==> src/hw/rtl/ffar_pkg.sv <==
package ffar_pkg;

  // Frame geometry.
  localparam int FRAME_LEN = 8;
  localparam int POS_W     = 6;
  localparam logic [POS_W-1:0] LAST_POS = POS_W'(FRAME_LEN - 1);
  localparam logic [POS_W-1:0] ADDR_POS = POS_W'(2);
  localparam logic [POS_W-1:0] CMD_POS  = POS_W'(3);

  localparam int BYTE_W  = 8;
  localparam int COUNT_W = 16;

  // Configuration register map.
  localparam int CFG_IDX_W  = 2;
  localparam int CFG_DATA_W = BYTE_W;
  localparam logic [CFG_IDX_W-1:0] CFG_START_BYTE  = CFG_IDX_W'(0);
  localparam logic [CFG_IDX_W-1:0] CFG_END_BYTE    = CFG_IDX_W'(1);
  localparam logic [CFG_IDX_W-1:0] CFG_OWN_ADDRESS = CFG_IDX_W'(2);

  localparam logic [BYTE_W-1:0] START_BYTE_RST  = 8'hFE;
  localparam logic [BYTE_W-1:0] END_BYTE_RST    = 8'hFF;
  localparam logic [BYTE_W-1:0] OWN_ADDRESS_RST = 8'h00;

  typedef enum logic [1:0] {
    STATUS_NONE   = 2'd0,
    STATUS_ACCEPT = 2'd1,
    STATUS_REJECT = 2'd2
  } status_t;

  typedef enum logic {
    ST_IDLE    = 1'b0,
    ST_COLLECT = 1'b1
  } state_t;

  typedef struct packed {
    logic [BYTE_W-1:0] start_byte;
    logic [BYTE_W-1:0] end_byte;
    logic [BYTE_W-1:0] own_address;
  } cfg_t;

  typedef struct packed {
    status_t            frame_status;
    logic [BYTE_W-1:0]  command_code;
    logic [COUNT_W-1:0] accepted_count;
  } result_t;

endpackage

==> src/hw/rtl/ffar_in_if.sv <==
interface ffar_in_if;
  logic       valid;
  logic       ready;
  logic [7:0] rx_data;

  modport source (output valid, output rx_data, input ready);
  modport sink (input valid, input rx_data, output ready);
endinterface

==> src/hw/rtl/ffar_out_if.sv <==
interface ffar_out_if;
  logic        valid;
  logic        ready;
  logic [1:0]  frame_status;
  logic [7:0]  command_code;
  logic [15:0] accepted_count;

  modport source (output valid, output frame_status, output command_code,
                  output accepted_count, input ready);
  modport sink (input valid, input frame_status, input command_code,
                input accepted_count, output ready);
endinterface

==> src/hw/rtl/ffar_cfg_regs.sv <==
module ffar_cfg_regs (
  input  logic                            clk,
  input  logic                            rst_n,
  input  logic                            cfg_we,
  input  logic [ffar_pkg::CFG_IDX_W-1:0]  cfg_index,
  input  logic [ffar_pkg::CFG_DATA_W-1:0] cfg_wdata,
  output ffar_pkg::cfg_t                  cfg
);
  import ffar_pkg::*;

  cfg_t cfg_r;

  always_ff @(posedge clk) begin
    if (!rst_n) begin
      cfg_r.start_byte  <= START_BYTE_RST;
      cfg_r.end_byte    <= END_BYTE_RST;
      cfg_r.own_address <= OWN_ADDRESS_RST;
    end else if (cfg_we) begin
      // Writes to an index beyond the register map are dropped.
      unique case (cfg_index)
        CFG_START_BYTE:  cfg_r.start_byte  <= cfg_wdata;
        CFG_END_BYTE:    cfg_r.end_byte    <= cfg_wdata;
        CFG_OWN_ADDRESS: cfg_r.own_address <= cfg_wdata;
        default: ;
      endcase
    end
  end

  assign cfg = cfg_r;
endmodule

==> src/hw/rtl/ffar_frame_fsm.sv <==
module ffar_frame_fsm (
  input  logic                        clk,
  input  logic                        rst_n,
  input  logic                        accept,
  input  logic [ffar_pkg::BYTE_W-1:0] rx_byte,
  input  ffar_pkg::cfg_t              cfg,
  output ffar_pkg::result_t           result
);
  import ffar_pkg::*;

  state_t              state_r, state_nxt;
  logic [POS_W-1:0]    pos_r, pos_nxt;
  logic [BYTE_W-1:0]   addr_r, addr_nxt;
  logic [BYTE_W-1:0]   cmd_r, cmd_nxt;
  logic [BYTE_W-1:0]   last_cmd_r, last_cmd_nxt;
  logic [COUNT_W-1:0]  total_r, total_nxt;
  status_t             status;
  logic                frame_ok;

  // Next state.
  always_comb begin
    state_nxt = state_r;
    if (accept) begin
      unique case (state_r)
        ST_IDLE:    if (rx_byte == cfg.start_byte) state_nxt = ST_COLLECT;
        ST_COLLECT: if (pos_r == LAST_POS) state_nxt = ST_IDLE;
        default:    state_nxt = ST_IDLE;
      endcase
    end
  end

  // Frame datapath and status. The address byte is always captured before
  // the last position, so the check can use the stored copy.
  assign frame_ok = (rx_byte == cfg.end_byte) && (addr_r == cfg.own_address);

  always_comb begin
    pos_nxt      = pos_r;
    addr_nxt     = addr_r;
    cmd_nxt      = cmd_r;
    last_cmd_nxt = last_cmd_r;
    total_nxt    = total_r;
    status       = STATUS_NONE;
    if (accept) begin
      unique case (state_r)
        ST_IDLE: begin
          if (rx_byte == cfg.start_byte) pos_nxt = POS_W'(1);
        end
        ST_COLLECT: begin
          if (pos_r == ADDR_POS) addr_nxt = rx_byte;
          if (pos_r == CMD_POS) cmd_nxt = rx_byte;
          if (pos_r == LAST_POS) begin
            pos_nxt = '0;
            if (frame_ok) begin
              last_cmd_nxt = cmd_r;
              total_nxt    = total_r + COUNT_W'(1);
              status       = STATUS_ACCEPT;
            end else begin
              status = STATUS_REJECT;
            end
          end else begin
            pos_nxt = pos_r + POS_W'(1);
          end
        end
        default: ;
      endcase
    end
  end

  always_ff @(posedge clk) begin
    if (!rst_n) begin
      state_r    <= ST_IDLE;
      pos_r      <= '0;
      addr_r     <= '0;
      cmd_r      <= '0;
      last_cmd_r <= '0;
      total_r    <= '0;
    end else begin
      state_r    <= state_nxt;
      pos_r      <= pos_nxt;
      addr_r     <= addr_nxt;
      cmd_r      <= cmd_nxt;
      last_cmd_r <= last_cmd_nxt;
      total_r    <= total_nxt;
    end
  end

  assign result.frame_status   = status;
  assign result.command_code   = last_cmd_nxt;
  assign result.accepted_count = total_nxt;
endmodule

==> src/hw/rtl/ffar_out_stage.sv <==
module ffar_out_stage (
  input  logic              clk,
  input  logic              rst_n,
  input  logic              load,
  input  ffar_pkg::result_t result,
  input  logic              out_ready,
  output logic              out_valid,
  output logic              can_load,
  output ffar_pkg::result_t out_result
);
  import ffar_pkg::*;

  logic    valid_r;
  result_t data_r;

  // The register can take a new result when empty or being drained.
  assign can_load = !valid_r || out_ready;

  always_ff @(posedge clk) begin
    if (!rst_n) begin
      valid_r <= 1'b0;
    end else if (load) begin
      valid_r <= 1'b1;
    end else if (out_ready) begin
      valid_r <= 1'b0;
    end
  end

  always_ff @(posedge clk) begin
    if (load) begin
      data_r <= result;
    end
  end

  assign out_valid  = valid_r;
  assign out_result = data_r;
endmodule

==> src/hw/rtl/fixed_frame_address_receiver_unit.sv <==
// Fixed-length frame receiver with address match.
// Received serial bytes arrive one per transfer on the in_ch channel. While
// idle the block waits for the configured start byte; it then collects a
// frame of FRAME_LEN bytes and, at the last position, accepts the frame if
// that byte equals the end byte and frame byte 2 equals the own address.
// Every input transfer produces exactly one result transfer on out_ch,
// carrying the frame status, the command of the last accepted frame and
// the wrapping 16-bit count of accepted frames.
// The cfg_ port writes the start byte, end byte and own address registers
// (indexes 0, 1 and 2) and should only be used while the block is idle.
// A byte taken at an edge has its result on out_ch from the next cycle.
// Throughput is one byte per cycle while out_ch.ready is high, set by
// the single result register, refillable in the same cycle it is drained.
// Reset (rst_n low, synchronous) returns the registers to 0xFE, 0xFF and
// 0x00, clears the frame state and counter, and empties the result register.
// When the receiver holds out_ch.ready low, the pending result is kept and
// in_ch.ready drops, so no further bytes are taken until it is transferred.
module fixed_frame_address_receiver_unit (
  input  logic                            clk,
  input  logic                            rst_n,
  ffar_in_if.sink                         in_ch,
  ffar_out_if.source                      out_ch,
  input  logic                            cfg_we,
  input  logic [ffar_pkg::CFG_IDX_W-1:0]  cfg_index,
  input  logic [ffar_pkg::CFG_DATA_W-1:0] cfg_wdata
);
  import ffar_pkg::*;

  cfg_t    cfg;
  result_t result;
  result_t out_result;
  logic    can_load;
  logic    in_accept;

  // An input transfer completes whenever the result register has room.
  assign in_ch.ready = can_load;
  assign in_accept   = in_ch.valid && can_load;

  ffar_cfg_regs u_cfg_regs (
    .clk       (clk),
    .rst_n     (rst_n),
    .cfg_we    (cfg_we),
    .cfg_index (cfg_index),
    .cfg_wdata (cfg_wdata),
    .cfg       (cfg)
  );

  ffar_frame_fsm u_frame_fsm (
    .clk     (clk),
    .rst_n   (rst_n),
    .accept  (in_accept),
    .rx_byte (in_ch.rx_data),
    .cfg     (cfg),
    .result  (result)
  );

  ffar_out_stage u_out_stage (
    .clk        (clk),
    .rst_n      (rst_n),
    .load       (in_accept),
    .result     (result),
    .out_ready  (out_ch.ready),
    .out_valid  (out_ch.valid),
    .can_load   (can_load),
    .out_result (out_result)
  );

  assign out_ch.frame_status   = out_result.frame_status;
  assign out_ch.command_code   = out_result.command_code;
  assign out_ch.accepted_count = out_result.accepted_count;
endmodule

==> src/flat_wrapper.sv <==
// flat-port wrapper written by rule: the top's interface ports become plain ports
module fixed_frame_address_receiver_unit_flat import ffar_pkg::*;
  (clk, rst_n, cfg_we, cfg_index, cfg_wdata, in_ch_valid, in_ch_rx_data, in_ch_ready, out_ch_valid, out_ch_frame_status, out_ch_command_code, out_ch_accepted_count, out_ch_ready);
  ffar_in_if in_ch_i ();
  ffar_out_if out_ch_i ();
  input  logic clk;
  input  logic rst_n;
  input  logic cfg_we;
  input  logic [ffar_pkg::CFG_IDX_W-1:0] cfg_index;
  input  logic [ffar_pkg::CFG_DATA_W-1:0] cfg_wdata;
  input wire logic [$bits(in_ch_i.valid)-1:0] in_ch_valid;
  input wire logic [$bits(in_ch_i.rx_data)-1:0] in_ch_rx_data;
  output wire logic [$bits(in_ch_i.ready)-1:0] in_ch_ready;
  output wire logic [$bits(out_ch_i.valid)-1:0] out_ch_valid;
  output wire logic [$bits(out_ch_i.frame_status)-1:0] out_ch_frame_status;
  output wire logic [$bits(out_ch_i.command_code)-1:0] out_ch_command_code;
  output wire logic [$bits(out_ch_i.accepted_count)-1:0] out_ch_accepted_count;
  input wire logic [$bits(out_ch_i.ready)-1:0] out_ch_ready;
  assign in_ch_i.valid = in_ch_valid;
  assign in_ch_i.rx_data = in_ch_rx_data;
  assign in_ch_ready = in_ch_i.ready;
  assign out_ch_valid = out_ch_i.valid;
  assign out_ch_frame_status = out_ch_i.frame_status;
  assign out_ch_command_code = out_ch_i.command_code;
  assign out_ch_accepted_count = out_ch_i.accepted_count;
  assign out_ch_i.ready = out_ch_ready;
  fixed_frame_address_receiver_unit u_core (.clk(clk), .rst_n(rst_n), .in_ch(in_ch_i), .out_ch(out_ch_i), .cfg_we(cfg_we), .cfg_index(cfg_index), .cfg_wdata(cfg_wdata));
endmodule
==> config.mk <==
export PLATFORM = sky130hd
export DESIGN_NAME = fixed_frame_address_receiver_unit_flat
export DESIGN_NICKNAME = d
export VERILOG_FILES = /design/src/hw/rtl/ffar_pkg.sv /design/src/hw/rtl/ffar_in_if.sv /design/src/hw/rtl/ffar_out_if.sv /design/src/hw/rtl/ffar_cfg_regs.sv /design/src/hw/rtl/ffar_frame_fsm.sv /design/src/hw/rtl/ffar_out_stage.sv /design/src/hw/rtl/fixed_frame_address_receiver_unit.sv /design/src/flat_wrapper.sv
export SDC_FILE = /design/constraint.sdc
export NUM_CORES = 1
export LEC_CHECK = 0
export BUFFER_PORTS_ARGS = -buffer_cell sky130_fd_sc_hd__buf_2
export CAP_MARGIN = 40
export CORE_MARGIN = 5
export CORE_UTILIZATION = 37
export CTS_CLUSTER_DIAMETER = 60
export DETAILED_ROUTE_END_ITERATION = 7
export PLACE_DENSITY = 0.62
export SYNTH_ARGS = -nofsm -noshare
export SYNTH_HDL_FRONTEND = slang
export SYNTH_HIERARCHICAL = 1
export SYNTH_SLANG_ARGS = --single-unit
==> constraint.sdc <==
create_clock -name clk -period 6.55 [get_ports clk]
set_clock_uncertainty 0.1 [all_clocks]
set_input_delay 0.655 -clock clk [delete_from_list [all_inputs] [get_ports clk]]
set_output_delay 0.655 -clock clk [all_outputs]
set_load 0.02 [all_outputs]
# --- Yosys cells after proc, flatten, opt, wreduce, memory -nomap -nowiden ---
# Index checks and enable logic that the tools add are counted.
word_totals:
  memories: 0
  latch_bits: 0
  reg_bits: 98
  mem_bits_rw: 0
  output_inout_bits: 28
  inputBits: 23
  wordCells: 55
  mem_bits_ro: 0
classes:
  bitwise_logic: 1
  n_mul: 0
  n_shift: 0
  reduce_logical: 13
  div: 0
  magnitude_cmp: 0
  n_addsub: 2
  n_eq_ne: 9
  muxes: 17
ops:
  columns: ["cell", "count"]
  rows:
  - ["16-bit two-way mux", 4]
  - ["8-bit two-way mux", 4]
  - ["8-bit == test", 3]
  - ["16-bit by 1-bit adder with 16-bit output, second input constant", 1]
  - ["6-bit by 2-bit == test with 1-bit output, second input constant", 2]
  - ["6-bit two-way mux", 2]
  - ["6-bit one-hot mux with 2 select lines", 1]
  - ["2-bit AND reduction", 5]
  - ["6-bit by 1-bit adder with 6-bit output, second input constant", 1]
  - ["6-bit by 3-bit == test with 1-bit output, second input constant", 1]
  - ["3-bit AND reduction", 2]
  - ["1-bit two-way mux", 4]
  - ["2-bit by 1-bit == test with 1-bit output, second input constant", 1]
  - ["2-bit == test, second input constant", 1]
  - ["1-bit logical AND", 2]
  - ["2-bit logical NOT", 1]
  - ["2-bit two-way mux", 1]
  - ["2-bit != test, second input constant", 1]
  - ["1-bit one-hot mux with 2 select lines", 1]
  - ["2-bit nonzero test", 1]
  - ["1-bit logical NOT", 1]
  - ["1-bit logical OR", 1]
  - ["1-bit NOT", 1]

# --- Depth between registers and ports, before layout ---
depth:
  depth_word: 6
  mapped_depth: 8
  mapped_depth_nobuf: 7

# --- Modules after synthesis ---
# Netlist, hierarchy kept.
modules_own_cells:
  columns: ["module", "n_inst", "area_per_inst_um2", "cells_per_inst", "seq_area_each_um2"]
  rows:
  - ["ffar_frame_fsm", 1, 2537.4, 294, 940.9]
  - ["ffar_cfg_regs", 1, 993.5, 98, 480.5]
  - ["ffar_out_stage", 1, 829.5, 30, 800.8]
  - ["fixed_frame_address_receiver_unit", 1, 6.3, 1, 0.0]

# --- Worst setup path after synthesis ---
# Ideal clock, no wire load.
synth_path:
  path_type: "input to register"
  from: "input port out_ch_ready"
  to: "register u_core.u_out_stage.data_r, in the netlist u_core/u_out_stage/out_result[16] (data pin)"
  arrival_time_ns: 3.068
  setup_slack_ns: 3.122
  setup_time_ns: 0.260
  n_path_buf: 2
  t_required_ns: 6.190
  cell_stages: 8
  cell_sequence: "nand2b_4 and2_1 nand2_1 or3_1 buf_6 nor2_1 buf_4 mux2_2"
synth_lines:
  columns: ["element", "line_no", "text"]
  rows:
  - ["start: declaration", "flat_wrapper.sv:18", "input wire logic [$bits(out_ch_i.ready)-1:0] out_ch_ready;"]
  - ["end signal: assignment", "ffar_out_stage.sv:31", "data_r <= result;"]
  - ["end: declaration", "ffar_out_stage.sv:14", "result_t data_r;"]

==> results.yml <==
run_status:
  status: "finished clean"
floorplanning:
  initial_core_util_pct: 37.92
  dieWidth_um: 118.6
  die_y_um: 118.6
  pin_count: 51
  dieArea_um2: 14070
  placementRows: 39
  core_area_um2: 11520
critical_path:
  rrSetupSlack_ns: 3.52
  critPathLaunch: "out_ch_ready"
  critPathKind: "input port to flip-flop"
  crit_arrival_ns: 3.12
  r2r_start: "u_core/u_out_stage/out_valid"
  critPathMaxFanout: 33
  r2r_cells: 8
  r2r_end: "u_core/u_out_stage/out_result[1]"
  critPathCapture: "u_core/u_out_stage/out_result[1]"
  critPathLaunchType: "input port"
  cp-end-kind: "flip-flop"
  required_ns: 6.54
logic_synthesis:
  synth_top_cell_area_share_pct: 33.01
  synth_nets: 449
  ys_warn_count: 6
  yosysUniqueCellTypes: 46
  yosysMostFrequentCell: "dfxtp_1"
  ys.flop_type: "dfxtp_1"
  synth_edf_count: 26
  synth.avg_cell_area_um2: 10.32
  synth_commonest_cells: "dfxtp_1 (72), nand2_1 (64), mux2i_1 (53)"
  syn_area_um2: 4367
  async_flop_share_pct: 0
  syn_inst: 423
  synth_top_cell_by_area: "dfxtp_1"
  ys_seq_elements: 98
  yosysSeqAreaShare_pct: 50.89
  synthTopCellsByArea: "dfxtp_1 (33%), edfxtp_1 (18%), mux2i_1 (12%)"
sta:
  finalSetupViolations: 0
  finalSetupTns_ns: 0
  finalCritPeriodShare_pct: 47.78
  holdWs_ns: 0.3569
  fin_crit_ns: 3.129
  worstMarginPinSlew_ns: 0.7621
  setup_ws_ns: 3.421
  final-hold-violation-count: 0
  drv_slew: 0
  relSlewSlack_pct: 48.72
  rsz0062_at_grt: "no"
  fmax_ghz: 0.3196
drt:
  avgRoutedWirePerCell_um: 14.23
  wl_met2_um: 3956
  dr.pass1.iters: 4
  route.met3.wl_um: 544
  routed_wl_um: 8797
  drtIter0Drc: 91
  top_layer: "met4"
  drc: 0
  wl_met1_um: 4116
  drt-vias-per-instance: 5.036
  ant_nets: 0
  via_count: 3112
power_and_ir_drop:
  p_leak_uw: 0.002034
  ir_drop_v: 0.0001198
  power.density_nw_per_um2: 243.4
place:
  dp.cells: 602
  io_buffers: 50
  dp_hpwl_um: 6274
  gp_congestion: 0.7701
  post-place-ws_ns: 3.016
  dpl_cell_area_um2: 4768
final_layout:
  design_area_um2: 5061
  area_growth_pct: 15.90
  nets: 496
  stdcell_count: 618
  antenna_cells: 0
  drive_above_1_share_pct: 18.32
cts:
  cts_buffer_depth: 2
  cts_setup_buffers: 0
  path_clk_slew_ns: 0.06
  cts.root.buffer_cell: "clkbuf_16"
  holdBufCountCts: 0
  cts_sinks: 98
  clock_latency_ns: 0.34
  cts_tree: "done"
  post_cts_resized: 0
  cts_buffers: 9
  h-tree-depth: 3
worst_hold_path:
  hold_path_class: "flip-flop to flip-flop"
global_route:
  grt.overflow.total: 0
  grt_util_all_layers_pct: 13.26
  grt_pass1_wl_um: 15100
  antenna_found_initial: 0
  grt_max_degree: 75
  grt_pass1_vias: 3154
flow_run:
  drv_cap: 0
==> placed cells by master (no fill, tap or decap), drive strengths merged, types with 2 or more instances in the layout <==
cell type  Yosys  routed
or4            5       5
xnor2          2       2
a21oi         14      14
nor3           6       6
and2           2       2
o31ai          7       7
mux2           9       9
nor2          24      24
or2            2       2
mux2i         53      53
xor2          28      28
nor2b         21      21
nor4           8       8
nand2         64      64
inv            8       8
ha             3       3
o21ai          8       8
dfxtp         72      72
and3b          2       2
or3            7       7
nand2b         5       5
nand4          5       5
buf            8      55
edfxtp        26      26
nand3         10      10
clkbuf        11      14
==> routing by layer <==
| metal | vias up | global-route usage [%] |
|---|---|---|
| met4 | 0 | 5.576 |
| met5 | - | 0 |
| li1 | 1578 | - |
| met1 | 1447 | 17.12 |
| met2 | 70 | 20.64 |
| met3 | 17 | 4.059 |
==> worst min-delay path by stage <==
stage                     slack [ns]                               end  cells after the start                              from
final                           0.36  u_core/u_frame_fsm/last_cmd_r[0]                      2  u_core/u_frame_fsm/last_cmd_r[0]
after global routing            0.37  u_core/u_frame_fsm/last_cmd_r[6]                      2  u_core/u_frame_fsm/last_cmd_r[6]
after CTS                       0.36  u_core/u_frame_fsm/last_cmd_r[0]                      2  u_core/u_frame_fsm/last_cmd_r[0]
after detailed placement        0.35  u_core/u_frame_fsm/last_cmd_r[0]                      2  u_core/u_frame_fsm/last_cmd_r[0]
after global placement          0.34  u_core/u_frame_fsm/last_cmd_r[2]                      2  u_core/u_frame_fsm/last_cmd_r[2]
after floorplan                 0.33  u_core/u_frame_fsm/last_cmd_r[0]                      2  u_core/u_frame_fsm/last_cmd_r[0]
==> metrics by stage <==
step	power, uW	utilization [%]
6_report	1232	43.95
5_1_grt	1283	43.95
4_1_cts	1251	43.95
3_5_place_dp	729.2	41.41
3_3_place_gp	725.5	40.94
2_1_floorplan	698.3	-
==> registers in the layout (all words and copies together) (netlist names) <==
| name | flops |
|---|---|
| u_core/u_frame_fsm/total_r | 16 |
| u_core/u_out_stage/out_result | 26 |
| u_core/u_cfg_regs/cfg | 24 |
| u_core/u_out_stage/out_valid | 1 |
| u_core/u_frame_fsm/cmd_r | 8 |
| u_core/u_frame_fsm/state_r | 1 |
| u_core/u_frame_fsm/addr_r | 8 |
| u_core/u_frame_fsm/pos_r | 6 |
| u_core/u_frame_fsm/last_cmd_r | 8 |
==> worst max-delay path, stage by stage <==
cell      delay (ns)
buf_2           0.07
nand2b_4        0.11
and2_1          0.11
buf_4           0.36
nand2_1         0.21
or3_1           0.52
nor2_2          0.49
buf_8           0.23
mux2_2          0.34
==> cell families (layout without fill, tap and decap cells) <==
group | count (synthesis) | after routing | synth area share, %
adders and majority gates | 3 | 3 | 0.8597
DFF | 98 | 98 | 50.89
muxes | 62 | 62 | 14.47
xor gates and xnor gates | 30 | 30 | 6.017
AOI/OAI and AO/OA | 37 | 37 | 5.273
buffers and inverters | 27 | 79 | 2.951
and+or+nand+nor | 166 | 166 | 19.54
==> final cells by class <==
cell class                      instances  area [um2]
Fill cell                            1090        6455
Sequential cell                        98        2222
Multi-Input combinational cell        298        2018
Timing Repair Buffer                   55       319.1
Clock buffer                           14       254.0
Tap cell                              143       178.9
Clock inverter                          2       38.79
Inverter                                8       30.03
==> power by group <==
group          internal, uW  switching [uW]  leakage, uW
clock                   308             209     0.000141
sequential              633            5.88     0.000849
combinational          27.6            47.6      0.00104
total                   969             263      0.00203
No activity file was read; power rests on OpenSTA's default activity.
